--- src/hw/rtl/friedman_key_length_estimator_macros.svh ---
// Assertion macros shared by the key length estimator RTL.
// No dependencies; included by the top level only.
`ifndef FRIEDMAN_KEY_LENGTH_ESTIMATOR_MACROS_SVH
`define FRIEDMAN_KEY_LENGTH_ESTIMATOR_MACROS_SVH

// Same-cycle implication, checked out of reset
`define FKE_ASSERT_NOW(lbl, clk, rst_n, ante, cons, msg) \
    lbl: assert property (@(posedge clk) disable iff (!rst_n) (ante) |-> (cons)) \
        else $error(msg);

// Next-cycle implication, checked out of reset
`define FKE_ASSERT_NEXT(lbl, clk, rst_n, ante, cons, msg) \
    lbl: assert property (@(posedge clk) disable iff (!rst_n) (ante) |=> (cons)) \
        else $error(msg);

`endif

--- src/hw/rtl/fke_pkg.sv ---
// Shared constants and controller/datapath interface types for the estimator.
// No dependencies; used by fke_ctrl, fke_dp and the top level.
package fke_pkg;

    localparam int COUNT_WIDTH = 16;
    localparam int LETTERS     = 26;
    localparam int IDX_W       = 5;
    localparam int CHAR_W      = 8;
    localparam int OUT_CNT_W   = 16;
    localparam int EST_W       = 21;
    localparam int EST_LIMIT   = 1000000;

    localparam int CHAR_A      = 65;
    localparam int CHAR_Z      = 90;

    // Fixed-point scale factors of the Friedman estimate
    localparam int SCALE_S     = 10000;
    localparam int SCALE_P     = 385;
    localparam int SCALE_NUM   = 57000;

    // Arithmetic widths
    localparam int P_W         = 2 * COUNT_WIDTH;   // n(n-1)
    localparam int S_W         = P_W + 5;           // sum over 26 letters
    localparam int A_W         = S_W + 14;          // 10000 * S
    localparam int DIV_W       = A_W + 1;           // dividend and divisor
    localparam int REM_W       = DIV_W + 1;
    localparam int STEP_W      = $clog2(DIV_W);

    localparam logic KIND_COUNT = 1'b0;
    localparam logic KIND_EST   = 1'b1;

    typedef struct packed {
        logic             count_en;
        logic             rpt_load;
        logic [IDX_W-1:0] rpt_idx;
        logic             calc_pn;
        logic             calc_a;
        logic             calc_b;
        logic             calc_c;
        logic             calc_cmp;
        logic             calc_prep;
        logic             div_step;
        logic             est_load;
        logic             hist_clear;
    } t_cmd;

    typedef struct packed {
        logic out_free;
        logic undef;
    } t_sts;

endpackage

--- src/hw/rtl/friedman_key_length_estimator.sv ---
// Friedman key length estimator: top level joining controller and datapath.
// Depends on fke_pkg, fke_ctrl, fke_dp and the assertion macro header.
//
// Usage:
//   Input channel (i_in_valid / o_in_ready) carries one ciphertext byte per
//   request; bytes A..Z are counted in a 26-entry saturating histogram.
//   While counting, one byte is taken every cycle.
//   A request with i_last high is counted, then starts a report: 26 letter
//   count results (A..Z, one per cycle when the receiver is ready), then one
//   estimate result with o_last_result high. The estimate runs the arithmetic
//   steps PN, A, B, C, CMP and PREP, then a restoring divider (skipped when
//   undefined); input is taken again on the cycle after the estimate loads.
//   A single output register separates the sides: a held result stalls the
//   report sequencer, and no input is taken while the estimate waits.
//   Reset (synchronous, active low) clears the histogram, total and output
//   valid; the histogram is also cleared when each report completes.
`include "friedman_key_length_estimator_macros.svh"

module friedman_key_length_estimator (
    input  logic                                 i_clk,
    input  logic                                 i_rst_n,
    input  logic                                 i_in_valid,
    output logic                                 o_in_ready,
    input  logic [fke_pkg::CHAR_W-1:0]           i_char_code,
    input  logic                                 i_last,
    output logic                                 o_out_valid,
    input  logic                                 i_out_ready,
    output logic                                 o_kind,
    output logic [fke_pkg::IDX_W-1:0]            o_letter_index,
    output logic [fke_pkg::OUT_CNT_W-1:0]        o_letter_count,
    output logic signed [fke_pkg::EST_W-1:0]     o_estimate_hundredths,
    output logic                                 o_undefined,
    output logic                                 o_last_result
);
    import fke_pkg::*;

    t_cmd cmd;
    t_sts sts;

    fke_ctrl u_ctrl (
        .i_clk      (i_clk),
        .i_rst_n    (i_rst_n),
        .i_in_valid (i_in_valid),
        .i_last     (i_last),
        .i_sts      (sts),
        .o_in_ready (o_in_ready),
        .o_cmd      (cmd)
    );

    fke_dp u_dp (
        .i_clk                 (i_clk),
        .i_rst_n               (i_rst_n),
        .i_cmd                 (cmd),
        .i_char_code           (i_char_code),
        .i_out_ready           (i_out_ready),
        .o_sts                 (sts),
        .o_out_valid           (o_out_valid),
        .o_kind                (o_kind),
        .o_letter_index        (o_letter_index),
        .o_letter_count        (o_letter_count),
        .o_estimate_hundredths (o_estimate_hundredths),
        .o_undefined           (o_undefined),
        .o_last_result         (o_last_result)
    );

    // Checks
    `FKE_ASSERT_NOW(a_load_free, i_clk, i_rst_n,
        cmd.rpt_load || cmd.est_load, sts.out_free, "result loaded over a held result")
    `FKE_ASSERT_NOW(a_no_input_in_report, i_clk, i_rst_n,
        cmd.rpt_load || cmd.div_step, !o_in_ready, "input taken during report")
    `FKE_ASSERT_NEXT(a_est_then_count, i_clk, i_rst_n,
        cmd.est_load, o_in_ready && o_out_valid && o_last_result,
        "estimate not presented or input not resumed")

endmodule

--- src/hw/rtl/fke_ctrl.sv ---
// Sequencer for the estimator: counting, report, arithmetic steps, division.
// Depends on fke_pkg; drives fke_dp through t_cmd.
module fke_ctrl (
    input  logic          i_clk,
    input  logic          i_rst_n,
    input  logic          i_in_valid,
    input  logic          i_last,
    input  fke_pkg::t_sts i_sts,
    output logic          o_in_ready,
    output fke_pkg::t_cmd o_cmd
);
    import fke_pkg::*;

    typedef enum logic [3:0] {
        ST_COUNT, ST_REPORT, ST_PN, ST_A, ST_B, ST_C,
        ST_CMP, ST_PREP, ST_DIV, ST_EST
    } t_state;

    t_state            r_state, n_state;
    logic [IDX_W-1:0]  r_idx, n_idx;
    logic [STEP_W-1:0] r_step, n_step;

    // Next state and commands
    always_comb begin
        n_state    = r_state;
        n_idx      = r_idx;
        n_step     = r_step;
        o_in_ready = 1'b0;
        o_cmd      = '0;
        o_cmd.rpt_idx = r_idx;
        case (r_state)
            ST_COUNT: begin
                o_in_ready     = 1'b1;
                o_cmd.count_en = i_in_valid;
                if (i_in_valid && i_last) begin
                    n_state = ST_REPORT;
                    n_idx   = '0;
                end
            end
            ST_REPORT: begin
                if (i_sts.out_free) begin
                    o_cmd.rpt_load = 1'b1;
                    if (r_idx == IDX_W'(LETTERS - 1)) begin
                        n_idx   = '0;
                        n_state = ST_PN;
                    end else begin
                        n_idx = r_idx + 1'b1;
                    end
                end
            end
            ST_PN: begin
                o_cmd.calc_pn = 1'b1;
                n_state       = ST_A;
            end
            ST_A: begin
                o_cmd.calc_a = 1'b1;
                n_state      = ST_B;
            end
            ST_B: begin
                o_cmd.calc_b = 1'b1;
                n_state      = ST_C;
            end
            ST_C: begin
                o_cmd.calc_c = 1'b1;
                n_state      = ST_CMP;
            end
            ST_CMP: begin
                o_cmd.calc_cmp = 1'b1;
                n_state        = ST_PREP;
            end
            ST_PREP: begin
                o_cmd.calc_prep = 1'b1;
                n_step          = '0;
                n_state         = i_sts.undef ? ST_EST : ST_DIV;
            end
            ST_DIV: begin
                o_cmd.div_step = 1'b1;
                if (r_step == STEP_W'(DIV_W - 1)) begin
                    n_state = ST_EST;
                end else begin
                    n_step = r_step + 1'b1;
                end
            end
            ST_EST: begin
                if (i_sts.out_free) begin
                    o_cmd.est_load   = 1'b1;
                    o_cmd.hist_clear = 1'b1;
                    n_state          = ST_COUNT;
                end
            end
            default: begin
                n_state = ST_COUNT;
            end
        endcase
    end

    // State registers
    always_ff @(posedge i_clk) begin
        if (!i_rst_n) begin
            r_state <= ST_COUNT;
            r_idx   <= '0;
            r_step  <= '0;
        end else begin
            r_state <= n_state;
            r_idx   <= n_idx;
            r_step  <= n_step;
        end
    end

endmodule

--- src/hw/rtl/fke_dp.sv ---
// Datapath: letter histogram, sum of n(n-1), estimate arithmetic, divider,
// output register. Depends on fke_pkg; controlled by fke_ctrl via t_cmd.
module fke_dp (
    input  logic                                 i_clk,
    input  logic                                 i_rst_n,
    input  fke_pkg::t_cmd                        i_cmd,
    input  logic [fke_pkg::CHAR_W-1:0]           i_char_code,
    input  logic                                 i_out_ready,
    output fke_pkg::t_sts                        o_sts,
    output logic                                 o_out_valid,
    output logic                                 o_kind,
    output logic [fke_pkg::IDX_W-1:0]            o_letter_index,
    output logic [fke_pkg::OUT_CNT_W-1:0]        o_letter_count,
    output logic signed [fke_pkg::EST_W-1:0]     o_estimate_hundredths,
    output logic                                 o_undefined,
    output logic                                 o_last_result
);
    import fke_pkg::*;

    localparam logic [COUNT_WIDTH-1:0] CNT_MAX = {COUNT_WIDTH{1'b1}};
    localparam int WC = COUNT_WIDTH + OUT_CNT_W;

    logic [COUNT_WIDTH-1:0] r_hist [LETTERS];
    logic [COUNT_WIDTH-1:0] r_total;
    logic [P_W-1:0]         r_prod;
    logic                   r_acc_en;
    logic [S_W-1:0]         r_sum;
    logic [P_W-1:0]         r_p;
    logic [A_W-1:0]         r_a, r_b, r_mag;
    logic [DIV_W-1:0]       r_c, r_num, r_den;
    logic [REM_W-1:0]       r_rem;
    logic [EST_W-1:0]       r_q;
    logic                   r_neg, r_undef;
    logic                   r_out_vld;

    logic                   is_letter;
    logic [IDX_W-1:0]       char_idx;
    logic [COUNT_WIDTH-1:0] rd_cnt;
    logic [WC-1:0]          wide_cnt;
    logic [OUT_CNT_W-1:0]   sat_cnt;
    logic [REM_W-1:0]       rem_sh;
    logic                   q_bit;
    logic [EST_W-1:0]       q_sh, q_sat, est_val;

    // Byte decode
    assign is_letter = (i_char_code >= CHAR_W'(CHAR_A)) && (i_char_code <= CHAR_W'(CHAR_Z));
    assign char_idx  = IDX_W'(i_char_code - CHAR_W'(CHAR_A));

    // Histogram lanes and letter total, saturating
    always_ff @(posedge i_clk) begin
        if (!i_rst_n || i_cmd.hist_clear) begin
            for (int k = 0; k < LETTERS; k++) begin
                r_hist[k] <= '0;
            end
            r_total <= '0;
        end else if (i_cmd.count_en && is_letter) begin
            for (int k = 0; k < LETTERS; k++) begin
                if (char_idx == IDX_W'(k) && r_hist[k] != CNT_MAX) begin
                    r_hist[k] <= r_hist[k] + 1'b1;
                end
            end
            if (r_total != CNT_MAX) begin
                r_total <= r_total + 1'b1;
            end
        end
    end

    // Report read and output count clamp
    assign rd_cnt   = r_hist[i_cmd.rpt_idx];
    assign wide_cnt = WC'(rd_cnt);
    assign sat_cnt  = (wide_cnt > WC'({OUT_CNT_W{1'b1}})) ? {OUT_CNT_W{1'b1}}
                                                           : wide_cnt[OUT_CNT_W-1:0];

    // n(n-1) per letter, then accumulate
    always_ff @(posedge i_clk) begin
        if (!i_rst_n) begin
            r_acc_en <= 1'b0;
            r_sum    <= '0;
        end else begin
            r_acc_en <= i_cmd.rpt_load;
            if (i_cmd.hist_clear) begin
                r_sum <= '0;
            end else if (r_acc_en) begin
                r_sum <= r_sum + S_W'(r_prod);
            end
        end
    end

    always_ff @(posedge i_clk) begin
        if (i_cmd.rpt_load) begin
            r_prod <= P_W'(rd_cnt) * P_W'(rd_cnt - 1'b1);
        end
    end

    // Restoring divider step with sticky quotient clamp
    assign rem_sh = {r_rem[REM_W-2:0], r_num[DIV_W-1]};
    assign q_bit  = (rem_sh >= REM_W'(r_den));
    assign q_sh   = {r_q[EST_W-2:0], q_bit};

    // Estimate arithmetic, one product or add per step
    always_ff @(posedge i_clk) begin
        if (i_cmd.calc_pn) begin
            r_p <= P_W'(r_total) * P_W'(r_total - 1'b1);
        end
        if (i_cmd.calc_a) begin
            r_a <= A_W'(r_sum) * A_W'(SCALE_S);
        end
        if (i_cmd.calc_b) begin
            r_b <= A_W'(r_p) * A_W'(SCALE_P);
        end
        if (i_cmd.calc_c) begin
            r_c <= DIV_W'(r_p) * DIV_W'(SCALE_NUM);
        end
        if (i_cmd.calc_cmp) begin
            r_neg   <= (r_a < r_b);
            r_mag   <= (r_a < r_b) ? (r_b - r_a) : (r_a - r_b);
            r_undef <= (r_total < COUNT_WIDTH'(2)) || (r_a == r_b);
        end
        if (i_cmd.calc_prep) begin
            r_num <= r_c + DIV_W'(r_mag);
            r_den <= {r_mag, 1'b0};
            r_rem <= '0;
            r_q   <= '0;
        end else if (i_cmd.div_step) begin
            r_num <= {r_num[DIV_W-2:0], 1'b0};
            r_rem <= q_bit ? (rem_sh - REM_W'(r_den)) : rem_sh;
            r_q   <= (q_sh > EST_W'(EST_LIMIT)) ? EST_W'(EST_LIMIT + 1) : q_sh;
        end
    end

    // Final clamp and sign
    assign q_sat   = (r_q > EST_W'(EST_LIMIT)) ? EST_W'(EST_LIMIT) : r_q;
    assign est_val = r_undef ? '0 : (r_neg ? (~q_sat + 1'b1) : q_sat);

    // Output register
    assign o_sts.out_free = !r_out_vld || i_out_ready;
    assign o_sts.undef    = r_undef;

    always_ff @(posedge i_clk) begin
        if (!i_rst_n) begin
            r_out_vld <= 1'b0;
        end else if (i_cmd.rpt_load || i_cmd.est_load) begin
            r_out_vld <= 1'b1;
        end else if (i_out_ready) begin
            r_out_vld <= 1'b0;
        end
    end

    always_ff @(posedge i_clk) begin
        if (i_cmd.rpt_load) begin
            o_kind                <= KIND_COUNT;
            o_letter_index        <= i_cmd.rpt_idx;
            o_letter_count        <= sat_cnt;
            o_estimate_hundredths <= '0;
            o_undefined           <= 1'b0;
            o_last_result         <= 1'b0;
        end else if (i_cmd.est_load) begin
            o_kind                <= KIND_EST;
            o_letter_index        <= '0;
            o_letter_count        <= '0;
            o_estimate_hundredths <= est_val;
            o_undefined           <= r_undef;
            o_last_result         <= 1'b1;
        end
    end

    assign o_out_valid = r_out_vld;

endmodule

--- config.mk ---
export PLATFORM = sky130hd
export DESIGN_NAME = friedman_key_length_estimator
export DESIGN_NICKNAME = d
export VERILOG_FILES = /design/src/hw/rtl/fke_pkg.sv /design/src/hw/rtl/friedman_key_length_estimator.sv /design/src/hw/rtl/fke_ctrl.sv /design/src/hw/rtl/fke_dp.sv
export VERILOG_INCLUDE_DIRS = /design/src /design/src/hw/rtl
export SDC_FILE = /design/constraint.sdc
export NUM_CORES = 2
export LEC_CHECK = 0
export ABC_AREA = 1
export ABC_CLOCK_PERIOD_IN_PS = 17800
export CORE_MARGIN = 2
export CORE_UTILIZATION = 55
export DETAILED_ROUTE_END_ITERATION = 8
export DONT_BUFFER_PORTS = 1
export GPL_ROUTABILITY_DRIVEN = 0
export PLACE_DENSITY = 0.71
export SYNTH_ARGS = -nofsm -noshare
export SYNTH_HDL_FRONTEND = slang
export SYNTH_SLANG_ARGS = --single-unit
--- constraint.sdc ---
create_clock -name i_clk -period 17.8 [get_ports i_clk]
set_clock_uncertainty 0.05 [all_clocks]
set_input_delay 2.67 -clock i_clk [delete_from_list [all_inputs] [get_ports i_clk]]
set_output_delay 2.67 -clock i_clk [all_outputs]
set_load 0.1 [all_outputs]
==> metrics.md <==
| Metric | Value |
|---|---|
| Clk root buf | clkbuf_16 |
| Drt first-iter violations | roughly 8600 |
| Synthesized area | 96100 sq um |
| Post-CTS setup repair buffer count | 0 |
| Htree depth | 3 |
| Fill cells | around 15000 |
| Crit path largest cell delay | 0.74 ns |
| Slew Limit Fails | 0 |
| Worst Setup EP | u_dp.r_prod[29] |
| Share of layout cells above drive strength 1 | ~2.7% |
| Row cnt | around 150 |
| Area leader, netlist | edfxtp_1 |
| CP required | roughly 18 ns |
| Ports | 60 |
| Commonest register cell after synthesis | edfxtp_1 |
| Nets | around 13000 |
| Top post-synthesis cells by area | edfxtp_1, fa_1, ha_1 |
| Seq cells post-synth | approximately 950 |
| Global-route wire length before repair | about 420000 um |
| Final period utilization | roughly three fifths |
| Detailed Place HPWL | between 200000 and 250000 um |
| GRT Util Overall | between 20% and 30% |
| CTS max path bufs | 3 |
| Drt via density | 5.66 |
| Crit path max fanout | 63 |
| Post-CTS Hold Buffers | 0 |
| WL/cell | roughly 19 um |
| Syn-to-layout area delta | 6.17% |
| Multi-input gate area | about 60000 sq um |
| Slew headroom | 17.3% |
| Vias in the first global route | between 70000 and 80000 |
| Synth cell types | 71 |
| DRT antenna net count | 0 |
| Die height | between 400 and 500 um |
| Kind of critical path | flop to flop |
| Core Box Area | 174000 sq um |
| CP max-delay cell | dfxtp_4 |
| Clock Latency Late Sink | between 0.7 and 0.8 ns |
| Status | finished with violations |
| Starting density of the core | between 50% and 60% |
| Initial antenna violation count | 9 |
| Worst reg2reg setup slack | around 7.4 ns |
| Peak Freq | ~97 MHz |
| Reg2Reg Depth | 42 |
| Post-CTS sizing | 0 |
| Pin count of the biggest net entering global routing | 177 |
| Hold Path Depth | 0 |
| CP startpoint kind | flop |
| Hold Crit Class | flop to flop |
| Share of the synthesized area in the top cell type | about a quarter |
| Final Hold Vio Count | 0 |
| Setup TNS | 0 ns |
| Mapped Cells | 11870 |
| Arrival @ worst endpoint | ~11 ns |
| Cts bufs inserted | around 100 |
| Die ar. | approximately 180000 sq um |
| Critical Path Sink Type | flop |
| Chip Width | ~420 um |
| Async SR Flop Fraction | 0% |
| Post-Syn Area per Cell | 8.09 sq um |
| Max-cap violation count | 0 |
| Routed vias | 80441 |
| CP dominant cell by count | nand2_1 |
| First-pass iteration count of the detailed router | 9 |
| Worst Tran Pin Value | around 1.2 ns |
| Yosys warns | 0 |
| Min Tclk post-route | 10.35 ns |
| Final Setup Violations | 0 |
| Final WL | between 200000 and 300000 um |
| Total gr overflow | 0 |
| Clk slew on worst S/H paths | 0.07 ns |
| CTS tree | built |
| Capturing point of the worst reg2reg path | u_dp.r_prod[29] |
| Sequential standard cell area | 26900 sq um |
| Sink Count | 952 |
| Violated checks | design-rule violations |
| Sequential fraction of the synthesis area | 28.0% |
| EDFF count, synth | ~780 |
| DRC Markers | 1 |
| Port bufs | 0 |
| RSZ-0062 raised after global routing | no |
==> registers in the layout, indices dropped and copies added, names as in the netlist, 4 cells and up, named ones only <==
register / count
u_dp.o_estimate_hundredths: 21
u_dp.r_p: 31
u_dp.r_den: 50
u_dp.r_prod: 31
u_dp.r_c: 44
u_dp.r_b: 40
u_dp.r_q: 21
u_ctrl.r_state: 4
u_dp.r_total: 16
u_ctrl.r_step: 6
u_dp.o_letter_index: 5
u_ctrl.r_idx: 5
u_dp.o_letter_count: 16
u_dp.r_sum: 36
u_dp.r_rem: 52
u_dp.r_mag: 50
u_dp.r_num: 51
u_dp.r_hist: 416
u_dp.r_a: 46
==> critical path: cells and delay by family (launching register included) <==
family	cells	cell delay [ns]
AOI/OAI and AO/OA	5	0.95
xor gates and xnor gates	1	0.06
adders and majority gates	9	4.00
buffers and inverters	10	1.94
DFF	1	0.74
and+or+nand+nor	17	2.27
==> synthesized netlist by cell type, drive strengths merged, types with 3 or more instances <==
library cell	number
a21boi	14
a41oi	4
or2	45
o22ai	6
nand3b	6
o311ai	7
nor4	41
a31oi	94
o211ai	78
a21o	61
a221oi	5
a211oi	11
o2111ai	4
a21oi	706
nand4	121
xor2	349
clkinv	20
fa	855
dfxtp	170
nor3b	49
o31ai	11
o21ai	567
o221ai	10
o21a	51
nor2	1314
nor3	204
inv	2337
buf	133
a32o	3
ha	756
edfxtp	782
o21bai	45
xnor2	142
clkbuf	141
and3	12
nand3	601
nand2	2093
==> stage by stage <==
| stage | setup WS, ns | cell area (sq um) | instances | hold slack (ns) | util [%] |
|---|---|---|---|---|---|
| after detailed placement | 7.77 | 98400 | 14012 | 0.399 | 56.6 |
| after CTS | 7.72 | 102000 | 14209 | 0.373 | 58.7 |
| final | 7.45 | 102000 | 14215 | 0.398 | 58.7 |
| after global routing | 6.92 | 102000 | 14214 | 0.406 | 58.7 |
| after floorplan | 9.76 | 96200 | 11917 | 0.376 | - |
| after global placement | 7.95 | 98400 | 14012 | 0.388 | 56.6 |
==> placed cells by master, fill, tap and decap left out, types with 51 or more instances in the layout <==
cell type,count
inv_1,2325
nand2_1,2082
nor2_1,1299
fa_1,855
edfxtp_1,782
ha_1,756
a21oi_1,703
nand3_1,599
o21ai_0,536
xor2_1,349
nor3_1,201
dfxtp_1,166
xnor2_1,142
nand4_1,120
clkbuf_16,105
a31oi_1,94
o211ai_1,78
a21o_1,61
o21a_1,51
==> final cells by class <==
class,instances,share of cell area (%)
inverters,2357,8.68
multi-input cells,8334,58.2
repair buffers,44,0.336
clock inverters,72,0.861
diodes,6,0.0147
clock buffers,125,2.68
well taps,2325,2.85
flip-flops and latches,952,26.4
==> metal layers <==
layer  vias up  GRT usage (%)  wire [um]
met5         -              0        127
met4         8           12.0      12500
met3       684           5.05      23100
met2      3513           46.6     119000
met1     38407           40.7     111000
li1      37829              -          -
==> cell families after synthesis <==
family | Yosys count | synth area share, %
AOI/OAI and AO/OA | 1687 | 9.83
xor gates and xnor gates | 491 | 4.48
adders and majority gates | 1611 | 27.7
buffers and inverters | 2631 | 10.5
DFF | 952 | 28.0
muxes | 2 | 0.0208
other | 2 | 0.00782
and+or+nand+nor | 4494 | 19.5
==> how the worst min path moves through the flow <==
stage | slack (ns) | end | from
floorplan | 0.38 | u_dp.r_den[2] | u_dp.r_mag[1]
global placement | 0.39 | u_dp.r_den[2] | u_dp.r_mag[1]
detailed placement | 0.40 | u_dp.r_den[2] | u_dp.r_mag[1]
CTS | 0.37 | u_dp.r_den[4] | u_dp.r_mag[3]
global route | 0.41 | u_dp.r_den[3] | u_dp.r_mag[2]
finish | 0.40 | u_dp.r_den[4] | u_dp.r_mag[3]
Power is left out: the tool's default activity adds up to more than one toggle a clock period on the data nets, which glitch-free logic cannot reach.
